File: config.mk
export PLATFORM = sky130hd
export DESIGN_NAME = w5r_div
export DESIGN_NICKNAME = d
export VERILOG_FILES = /design/src/rtl/core/w5r_div.sv
export VERILOG_INCLUDE_DIRS = /design/src /design/src/rtl/core
export SDC_FILE = /design/constraint.sdc
export NUM_CORES = 1
export LEC_CHECK = 0
export ABC_CLOCK_PERIOD_IN_PS = 7300
export BUFFER_PORTS_ARGS = -buffer_cell sky130_fd_sc_hd__buf_2
export CAP_MARGIN = 10
export CELL_PAD_IN_SITES_DETAIL_PLACEMENT = 0
export CELL_PAD_IN_SITES_GLOBAL_PLACEMENT = 1
export CORE_MARGIN = 5
export CORE_UTILIZATION = 41
export CTS_CLUSTER_DIAMETER = 150
export DETAILED_ROUTE_END_ITERATION = 12
export PLACE_DENSITY = 0.75
export RECOVER_POWER = 25
export SYNTH_ARGS = -nofsm -noshare
export SYNTH_HDL_FRONTEND = slang
export SYNTH_SLANG_ARGS = --single-unit
export TNS_END_PERCENT = 50
File: constraint.sdc
create_clock -name clock -period 7.3 [get_ports clock]
set_input_delay 0.365 -clock clock [delete_from_list [all_inputs] [get_ports clock]]
set_output_delay 0.365 -clock clock [all_outputs]
set_load 0.005 [all_outputs]
File: src/rtl/core/assert_macros.svh
// assertion helpers shared by the rtl core
`ifndef ASSERT_MACROS_SVH
`define ASSERT_MACROS_SVH

// property checked at every clock edge outside reset
`define ASSERT_CLK(label, prop, msg) \
   label: assert property (@(posedge clock) disable iff (reset) (prop)) else $error(msg);

// condition in one cycle implies a condition in the next
`define ASSERT_NEXT(label, pre, post, msg) \
   label: assert property (@(posedge clock) disable iff (reset) (pre) |=> (post)) else $error(msg);

`endif

File: src/rtl/core/w5r_div.sv
`include "assert_macros.svh"

// pipelined restoring divider, one quotient bit per stage, several lanes
// the caller guarantees num < den * 2^QUO_W in every lane
module w5r_div #(
   parameter int LANES = 1,
   parameter int NUM_W = 8,
   parameter int DEN_W = 8,
   parameter int QUO_W = 8,
   parameter int SIDE_W = 1
) (
   input  logic                         clock,
   input  logic                         reset,
   input  logic                         en,
   input  logic                         in_valid,
   input  logic [LANES-1:0][NUM_W-1:0]  in_num,
   input  logic [LANES-1:0][DEN_W-1:0]  in_den,
   input  logic [SIDE_W-1:0]            in_side,
   output logic                         out_valid,
   output logic [LANES-1:0][QUO_W-1:0]  out_quo,
   output logic [SIDE_W-1:0]            out_side
);

   localparam int CW = DEN_W + QUO_W;

   logic                        vld_ff  [QUO_W];
   logic [LANES-1:0][CW-1:0]    rem_ff  [QUO_W];
   logic [LANES-1:0][DEN_W-1:0] den_ff  [QUO_W];
   logic [LANES-1:0][QUO_W-1:0] quo_ff  [QUO_W];
   logic [SIDE_W-1:0]           side_ff [QUO_W];

   for (genvar j = 0; j < QUO_W; j++) begin : g_stage
      logic                        vld_cur;
      logic [LANES-1:0][CW-1:0]    rem_cur;
      logic [LANES-1:0][DEN_W-1:0] den_cur;
      logic [LANES-1:0][QUO_W-1:0] quo_cur;
      logic [SIDE_W-1:0]           side_cur;
      logic [LANES-1:0][CW-1:0]    rem_in;
      logic [LANES-1:0][QUO_W-1:0] quo_in;

      // stage input: ports for the first stage, previous stage otherwise
      if (j == 0) begin : g_head
         always_comb begin
            vld_cur = in_valid;
            side_cur = in_side;
            den_cur = in_den;
            for (int l = 0; l < LANES; l++) begin
               rem_cur[l] = CW'(in_num[l]);
               quo_cur[l] = '0;
            end
         end
      end else begin : g_body
         assign vld_cur = vld_ff[j-1];
         assign rem_cur = rem_ff[j-1];
         assign den_cur = den_ff[j-1];
         assign quo_cur = quo_ff[j-1];
         assign side_cur = side_ff[j-1];
      end

      // trial subtract of the divisor at this quotient bit
      always_comb begin
         for (int l = 0; l < LANES; l++) begin
            quo_in[l] = quo_cur[l];
            if (rem_cur[l] >= (CW'(den_cur[l]) << (QUO_W - 1 - j))) begin
               rem_in[l] = rem_cur[l] - (CW'(den_cur[l]) << (QUO_W - 1 - j));
               quo_in[l][QUO_W-1-j] = 1'b1;
            end else begin
               rem_in[l] = rem_cur[l];
            end
         end
      end

      always_ff @(posedge clock) begin
         if (reset) begin
            vld_ff[j] <= 1'b0;
         end else if (en) begin
            vld_ff[j] <= vld_cur;
         end
      end

      always_ff @(posedge clock) begin
         if (en) begin
            rem_ff[j] <= rem_in;
            den_ff[j] <= den_cur;
            quo_ff[j] <= quo_in;
            side_ff[j] <= side_cur;
         end
      end
   end

   assign out_valid = vld_ff[QUO_W-1];
   assign out_quo = quo_ff[QUO_W-1];
   assign out_side = side_ff[QUO_W-1];

   `ASSERT_NEXT(a_hold_on_stall, !en, out_valid == $past(out_valid), "divider moved while held")
   `ASSERT_NEXT(a_first_valid, en, vld_ff[0] == $past(in_valid), "divider lost an entering beat")
   for (genvar l = 0; l < LANES; l++) begin : g_chk
      `ASSERT_CLK(a_rem_bound, !out_valid || (rem_ff[QUO_W-1][l] < CW'(den_ff[QUO_W-1][l])), "divider remainder not below divisor")
   end

endmodule

==> summary.txt, run 1 <==
Setup path
  • Critical Setup Path Class: flop to flop
  • Crit path cell chain: ha_1 -> nor2b_1 -> o21a_1 -> o311a_2 -> a2111oi_4 -> mux2_2
  • Crit path launch: rem_ff[1][6]
  • Critical path buffers and inverters: 0
  • Required @ worst endpoint: 7.58 ns
  • Slowest cell on crit path: a2111oi_4
  • CP top delay family: compound AO/OA/AOI/OAI gates
  • Worst r2r src: rem_ff[1][6]
  • Slowest stage delay, CP: between 0.8 and 0.9 ns
  • CP endpoint kind: flop
  • CP max FO: 18
  • Setup crit start kind: flop
  • CP Data Arrival Time: roughly 3.3 ns

STA
  • Worst Skew: about 0.013 ns
  • RSZ-0062 raised after global routing: false
  • Highest clock rate: between 300 and 400 MHz
  • Setup violators final: 0
  • Final hold violation count: 0
  • Fin Hold WS: between 0.03 and 0.04 ns
  • Tcrit/Tclk final: about two fifths
  • Max-Slew Margin vs Limit: about a quarter
  • Final Max Tran Viols: 0
  • Worst-Margin Slew: 1.11 ns
  • Fin crit period: 2.99 ns
  • Fin Setup TNS: 0 ns

Die
  • Die area: 29000 um2
  • Core area: between 20000 and 30000 um2
  • Die H: roughly 170 um
  • I/O Pins: 31
  • # rows: 58
  • Initial Utilization: a little over two fifths
  • Die span in x: between 150 and 200 um

Place
  • Port buffer count: 30
  • Post-DP HPWL: around 12 mm
  • GP Congestion: 0.865

Clock network
  • CTS-repair resized insts: 0
  • CTS tree: built
  • Setup bufs post-CTS: 0
  • Worst skew pair latency: about 0.52 ns
  • Num CTS Buffers: 25
  • Clk sinks: 220
  • Worst-path clk slew: 0.06 ns
  • Root Buffer Master: clkbuf_16
  • CTS H-tree lvls: 1
  • CTS max path bufs: 3

Worst hold path
  • Worst Hold Class: primary input to flop
  • Hold Path Origin: in_den[2]

Logic synthesis
  • Most used DFF post-synth: edfxtp_1
  • Share of the yosys chip area belonging to registers: between 60% and 70%
  • Mapped Area: 10500 um2
  • Asr flop ratio synth: 0%
  • Top cells by area, synth: edfxtp_1 63%, ha_1 6.9%, inv_1 2.8%
  • Post-synth EDFFs: 220
  • Share of Yosys cell area claimed by the top area cell type: 62.7%
  • Syn_nets: about 880
  • Top cell type by total area after synthesis: edfxtp_1
  • #FFs+latches synth: 220
  • Syn_area_per_cell: around 13 um2
  • Synth Instances: 797
  • Yosys cell types: between 50 and 60
  • YS warnings: 0

Pwr
  • Pwr/cell area: around 300 nW/um2
  • Max VDD drop: between 0.00015 and 0.0002 V
  • LEAKAGE: between 4 and 5 nW
  • Pwr Total: 3.57 mW

GRT
  • Overall routing resource usage: between 10% and 20%
  • Antenna violations before repair: 0
  • First-pass GRT wire length: roughly 28 mm
  • Pin count of the biggest net entering global routing: ~100
  • Grt ovf: 0
  • Vias in the first global route: around 6100

Finish
  • # diodes: 0
  • Final Util: 46.8%
  • Area Overhead vs Synth: 12.2%
  • Final #Nets: between 900 and 1000
  • Layout cells sized above 1: 9.92%

Drt
  • DR vias: between 6000 and 7000
  • WL final: between 15 and 20 mm
  • First-pass DRT Iterations: 4
  • DRT antenna net count: 0
  • WL/cell: 14.2 um
  • Vias per cell: 5.02
  • DRC Markers: 0
  • Initial DRC count: around 330

Run status
  • Status: finished, final reports clean

Job
  • Max Cap Viol: 0
## worst paths after layout
kind | depth (start not counted) | slack, ns | endpoint
setup / recovery | 6 | 4.31 | rem_ff[2][6]
setup reg to reg | 6 | 4.31 | rem_ff[2][6]
hold / removal | 1 | 0.03 | den_ff[0][2]
hold reg to reg | 0 | 0.42 | quo_ff[2][7]
## repair_timing
item | CTS | global route
endpoints found under the hold margin | 1 | 1
hold buffers | 1 | 1
setup endpoints to repair | 0 | 0
## synthesized netlist by cell type, types with 5 or more instances
| library cell | n |
|---|---|
| edfxtp_1 | 220 |
| inv_1 | 78 |
| ha_1 | 58 |
| nor2_1 | 53 |
| nand2_1 | 43 |
| a21oi_1 | 41 |
| o21ai_0 | 34 |
| xnor2_1 | 23 |
| o21a_1 | 22 |
| nor3_1 | 21 |
| xor2_1 | 18 |
| nor4_1 | 15 |
| nand3_1 | 13 |
| a21o_1 | 11 |
| mux2_2 | 11 |
| nor2b_1 | 11 |
| and2_1 | 9 |
| a21boi_0 | 8 |
| nand2b_1 | 8 |
| o31ai_1 | 8 |
| fa_1 | 6 |
| mux2i_1 | 6 |
| nand3b_1 | 6 |
| a211oi_1 | 5 |
| a31oi_1 | 5 |
| or4_1 | 5 |
## report_power, final
| group | switching (mW) | internal (mW) |
|---|---|---|
| Clock | 0.472 | 0.629 |
| Combinational | 0.400 | 0.337 |
| Sequential | 0.102 | 1.63 |
## through the flow
step	worst slack [ns]	area (um2)	std cells
2_1_floorplan	4.75	10500	797
3_3_place_gp	4.33	11100	1154
3_5_place_dp	4.32	11100	1154
4_1_cts	4.29	11800	1196
5_1_grt	4.06	11800	1197
6_report	4.31	11800	1197
## state kept, by name, indices dropped and copies added (netlist names)
register / flops
den_ff: 56
vld_ff: 8
side_ff: 8
rem_ff: 112
quo_ff: 36
## logic make-up after synthesis
logic type | after synthesis | share of synthesized area (%)
AOI/OAI and AO/OA | 159 | 10.2
xor gates and xnor gates | 41 | 3.41
adders and majority gates | 64 | 8.03
buffers and inverters | 84 | 3.10
DFF | 220 | 62.7
muxes | 19 | 1.96
and+or+nand+nor | 210 | 10.6
## worst reg2reg max path, stage by stage, from the launching register on
cell and delay, ns:
edfxtp_1 0.44, ha_1 0.33, nor2b_1 0.13, o21a_1 0.20, o311a_2 0.41, a2111oi_4 0.81, mux2_2 0.42
## cell usage in the layout (no fill, tap or decap), types with 8 or more instances in the layout
cell / count
a21boi_0: 8
o21ai_0: 34
nand2_1: 43
inv_1: 78
edfxtp_1: 220
buf_2: 19
xnor2_1: 23
a21o_1: 11
clkbuf_16: 25
nor4_1: 15
o31ai_1: 8
nand3_1: 13
xor2_1: 18
nor2b_1: 11
a21oi_1: 41
clkbuf_1: 14
nor2_1: 53
nand2b_1: 8
ha_1: 58
mux2_2: 11
nor3_1: 21
o21a_1: 22
and2_1: 9
## layer usage
metal	GRT usage [%]	routed length (um)	up-vias
li1	-	-	3089
met1	13.1	7000	2803
met2	22.4	8840	77
met3	2.18	593	45
met4	4.69	580	0
met5	0	0	-
## cell type report
type / instances / area, um2
fillers: 2268 / 13400
flip-flops and latches: 220 / 6610
multi-input cells: 493 / 3600
clock buffers: 30 / 644
well taps: 330 / 413
inverters: 78 / 293
repair buffers: 35 / 189
clock inverters: 11 / 73.8
Power figures use the tool's default switching activity.
==> run 2, diff against run 1 <==
--- a/config.mk
+++ b/config.mk
@@ -6,7 +6,7 @@
 export SDC_FILE = /design/constraint.sdc
 export NUM_CORES = 1
 export LEC_CHECK = 0
-export ABC_CLOCK_PERIOD_IN_PS = 7300
+export ABC_CLOCK_PERIOD_IN_PS = 2680
 export BUFFER_PORTS_ARGS = -buffer_cell sky130_fd_sc_hd__buf_2
 export CAP_MARGIN = 10
 export CELL_PAD_IN_SITES_DETAIL_PLACEMENT = 0
@@ -15,7 +15,7 @@
 export CORE_UTILIZATION = 41
 export CTS_CLUSTER_DIAMETER = 150
 export DETAILED_ROUTE_END_ITERATION = 12
-export PLACE_DENSITY = 0.75
+export PLACE_DENSITY = 0.78
 export RECOVER_POWER = 25
 export SYNTH_ARGS = -nofsm -noshare
 export SYNTH_HDL_FRONTEND = slang
==> constraint.sdc (replaced) <==
create_clock -name clock -period 2.68 [get_ports clock]
set_input_delay 0.134 -clock clock [delete_from_list [all_inputs] [get_ports clock]]
set_output_delay 0.134 -clock clock [all_outputs]
set_load 0.005 [all_outputs]
==> run 2 against run 1 <==
Compared with the run above: the flow now finishes with violations (max-capacitance violations); sequential power rose to 2.7 times the previous value; combinational power rose to 2.9 times the previous value; non-clock buffer count rose by 38; clock power rose to 2.7 times the previous value; worst setup slack got worse by 4.2 ns; die area did not move; total power rose to 2.8 times the previous value; via count rose by 3.9%; critical endpoint is now rem_ff[2][15]; largest power group unchanged.
==> summary.txt, run 2 (synthesis results as in run 1) <==
Drt
  • Vias per cell: 5.05 (+0.52%)
  • WL/cell: 14.2 um (+0.25%)
  • DRT antenna net count: 0 (unchanged)
  • WL final: 17.6 mm (+3.6%)
  • DRC Markers: 0 (unchanged)
  • DR vias: 6247 (+3.9%)
  • Initial DRC count: 371 (+12%)
  • First-pass DRT Iterations: 4 (unchanged)

Finish
  • Commonest non-fill, non-tap cell in the layout: edfxtp_1
  • Final Cell Area: 12200 um2 (+3.1%)
  • Final #Nets: 976 (+4.1%)
  • Most frequent cells in the layout: 220 x edfxtp_1, 78 x inv_1, 57 x ha_1
  • # diodes: 0 (unchanged)
  • Register with the most flip-flops: rem_ff
  • Area Overhead vs Synth: 15.7%
  • Layout cells sized above 1: 11.7% (+1.8 points)
  • Final Util: 48.3% (+1.5 points)
  • Regs by FF count: rem_ff: 112 flops, den_ff: 56 flops, quo_ff: 36 flops
  • Max reg flops: 112 (unchanged)

Clock network
  • CTS H-tree lvls: 1 (unchanged)
  • Num CTS Buffers: 25 (unchanged)
  • Worst-path clk slew: 0.06 ns (about the same)
  • Worst skew pair latency: 0.53 ns (about the same)
  • CTS tree: built
  • Clk sinks: 220 (unchanged)
  • CTS max path bufs: 3 (unchanged)
  • Root Buffer Master: clkbuf_16

Pwr
  • Reg power frac: 47.8% (-0.7 points)
  • Pwr/cell area: 808 nW/um2 (+170%)
  • Combinational share of power: 21.7% (+1.0 points)
  • Internal Power: 7.14 mW (+180%)
  • Clock group share of total power: 30.5% (-0.4 points)
  • Sw Ratio: 27.5% (+0.16 points)
  • P_sw: 2.71 mW (+180%)
  • Max VDD drop: 0.000454 V (+170%)
  • LEAKAGE: 4.57 nW (+3.9%)

Run status
  • Status: complete, but fails checks
  • Failing checks: max-capacitance violations

Die
  • Die H: 170 um (unchanged)
  • Die span in x: 170 um (unchanged)
  • Die area: 29000 um2 (unchanged)
  • I/O Pins: 31 (unchanged)
  • # rows: 58 (unchanged)
  • Initial Utilization: 41.7% (unchanged)
  • Core area: 25300 um2 (unchanged)

Place
  • GP Congestion: 0.846 (-2.3%)
  • Port buffer count: 30 (unchanged)
  • Post-DP HPWL: 12.6 mm (+3.4%)
  • DP Area: 11300 um2 (+1.5%)

Setup path
  • Critical path buffers and inverters: 2 (+2)
  • Critical Setup Path Class: flop to flop
  • CP endpoint kind: flop
  • Setup crit start kind: flop
  • CP max FO: 12 (-6)
  • CP Data Arrival Time: 2.87 ns (-0.40 ns)
  • Slowest cell on crit path: edfxtp_1
  • Slowest stage delay, CP: 0.40 ns (-0.41 ns)
  • CP top delay family: compound AO/OA/AOI/OAI gates
  • Crit path cell chain: inv_1 -> ha_1 -> nor2b_1 -> o21a_1 -> o311a_2 -> a2111oi_4 -> buf_12 -> nor2_1 -> mux2_2
  • Required @ worst endpoint: 2.95 ns (-4.63 ns)

STA
  • Tcrit/Tclk final: 97.2% (+56 points)
  • Fin Hold WS: 0.0753 ns (+0.0432 ns)
  • Worst-Margin Slew: 1.50 ns (+0.391 ns)
  • Setup violators final: 0 (unchanged)
  • Final Max Tran Viols: 0 (unchanged)
  • Max-Slew Margin vs Limit: 0.0495% (-26 points)
  • RSZ-0062 raised after global routing: true
  • Fin crit period: 2.61 ns (-0.384 ns)
  • Worst Skew: 0.0162 ns (+0.00360 ns)
  • Final hold violation count: 0 (unchanged)
  • Highest clock rate: 384 MHz (+15%)

Worst hold path
  • Worst Hold Class: primary input to flop

GRT
  • Grt ovf: 0 (unchanged)
  • Pin count of the biggest net entering global routing: 65 (-36%)
  • Vias in the first global route: 6499 (+5.7%)
  • Antenna violations before repair: 0 (unchanged)
  • First-pass GRT wire length: 30.2 mm (+5.9%)
  • Overall routing resource usage: 12.6% (+0.69 points)

Job
  • Max Cap Viol: 1 (+1)
run 2: worst paths after layout:
check,start,endpoint,slack [ns],depth (start not counted)
setup / recovery,den_ff[1][1],rem_ff[2][15],0.07,9
hold reg to reg,quo_ff[3][7],quo_ff[3][15],0.41,0
hold / removal,reset,vld_ff[0][1],0.08,2
setup reg to reg,den_ff[1][1],rem_ff[2][15],0.07,9
run 2: per-layer routing:
metal	vias to the layer above	part of all wire (%)	GRT usage [%]
met2	99	53	23.9
met3	54	3.6	2.16
met4	0	3.8	4.97
met5	-	0	0
li1	3156	-	-
met1	2938	40	13.8
run 2: repair_timing:
item                                    CTS  global route
buffers inserted                          0             5
resized for setup                         0             2
hold endpoints to repair                 18             0
hold buffers                             18             0
endpoints found under the setup margin    0             4
run 2: metrics by stage:
step	total power, mW	setup TNS (ns)	worst slack [ns]	std cells
global placement	6.83	0	0.0910	1171
floorplan	6.28	0	0.132	797
detailed placement	6.87	0	0.0316	1171
finish	9.85	0	0.0745	1237
global route	10.4	-0.0133	-0.0112	1237
CTS	9.94	0	0.00750	1232
run 2: area by class of cell:
| class | instances | area (um2) |
|---|---|---|
| clock buffer | 31 | 648 |
| timing repair buffer | 73 | 539 |
| fill | 2250 | 13100 |
| clock inverter | 12 | 70.1 |
| multi-input combinational | 493 | 3620 |
| sequential | 220 | 6610 |
| tap | 330 | 413 |
| inverter | 78 | 293 |
run 2: worst reg2reg max path, stage by stage (launching register included):
cell and delay (ns):
edfxtp_1 0.40, inv_1 0.13, ha_1 0.25, nor2b_1 0.14, o21a_1 0.20, o311a_2 0.40
a2111oi_4 0.34, buf_12 0.18, nor2_1 0.05, mux2_2 0.27
run 2: power groups by stage:
stage	Clock, mW	Combinational (mW)	Sequential, mW
after global placement	0	2.07	4.77
after global routing	3.25	2.42	4.77
final	3.00	2.13	4.71
after floorplan	0	1.59	4.68
after detailed placement	0	2.09	4.78
after CTS	3.10	2.13	4.71
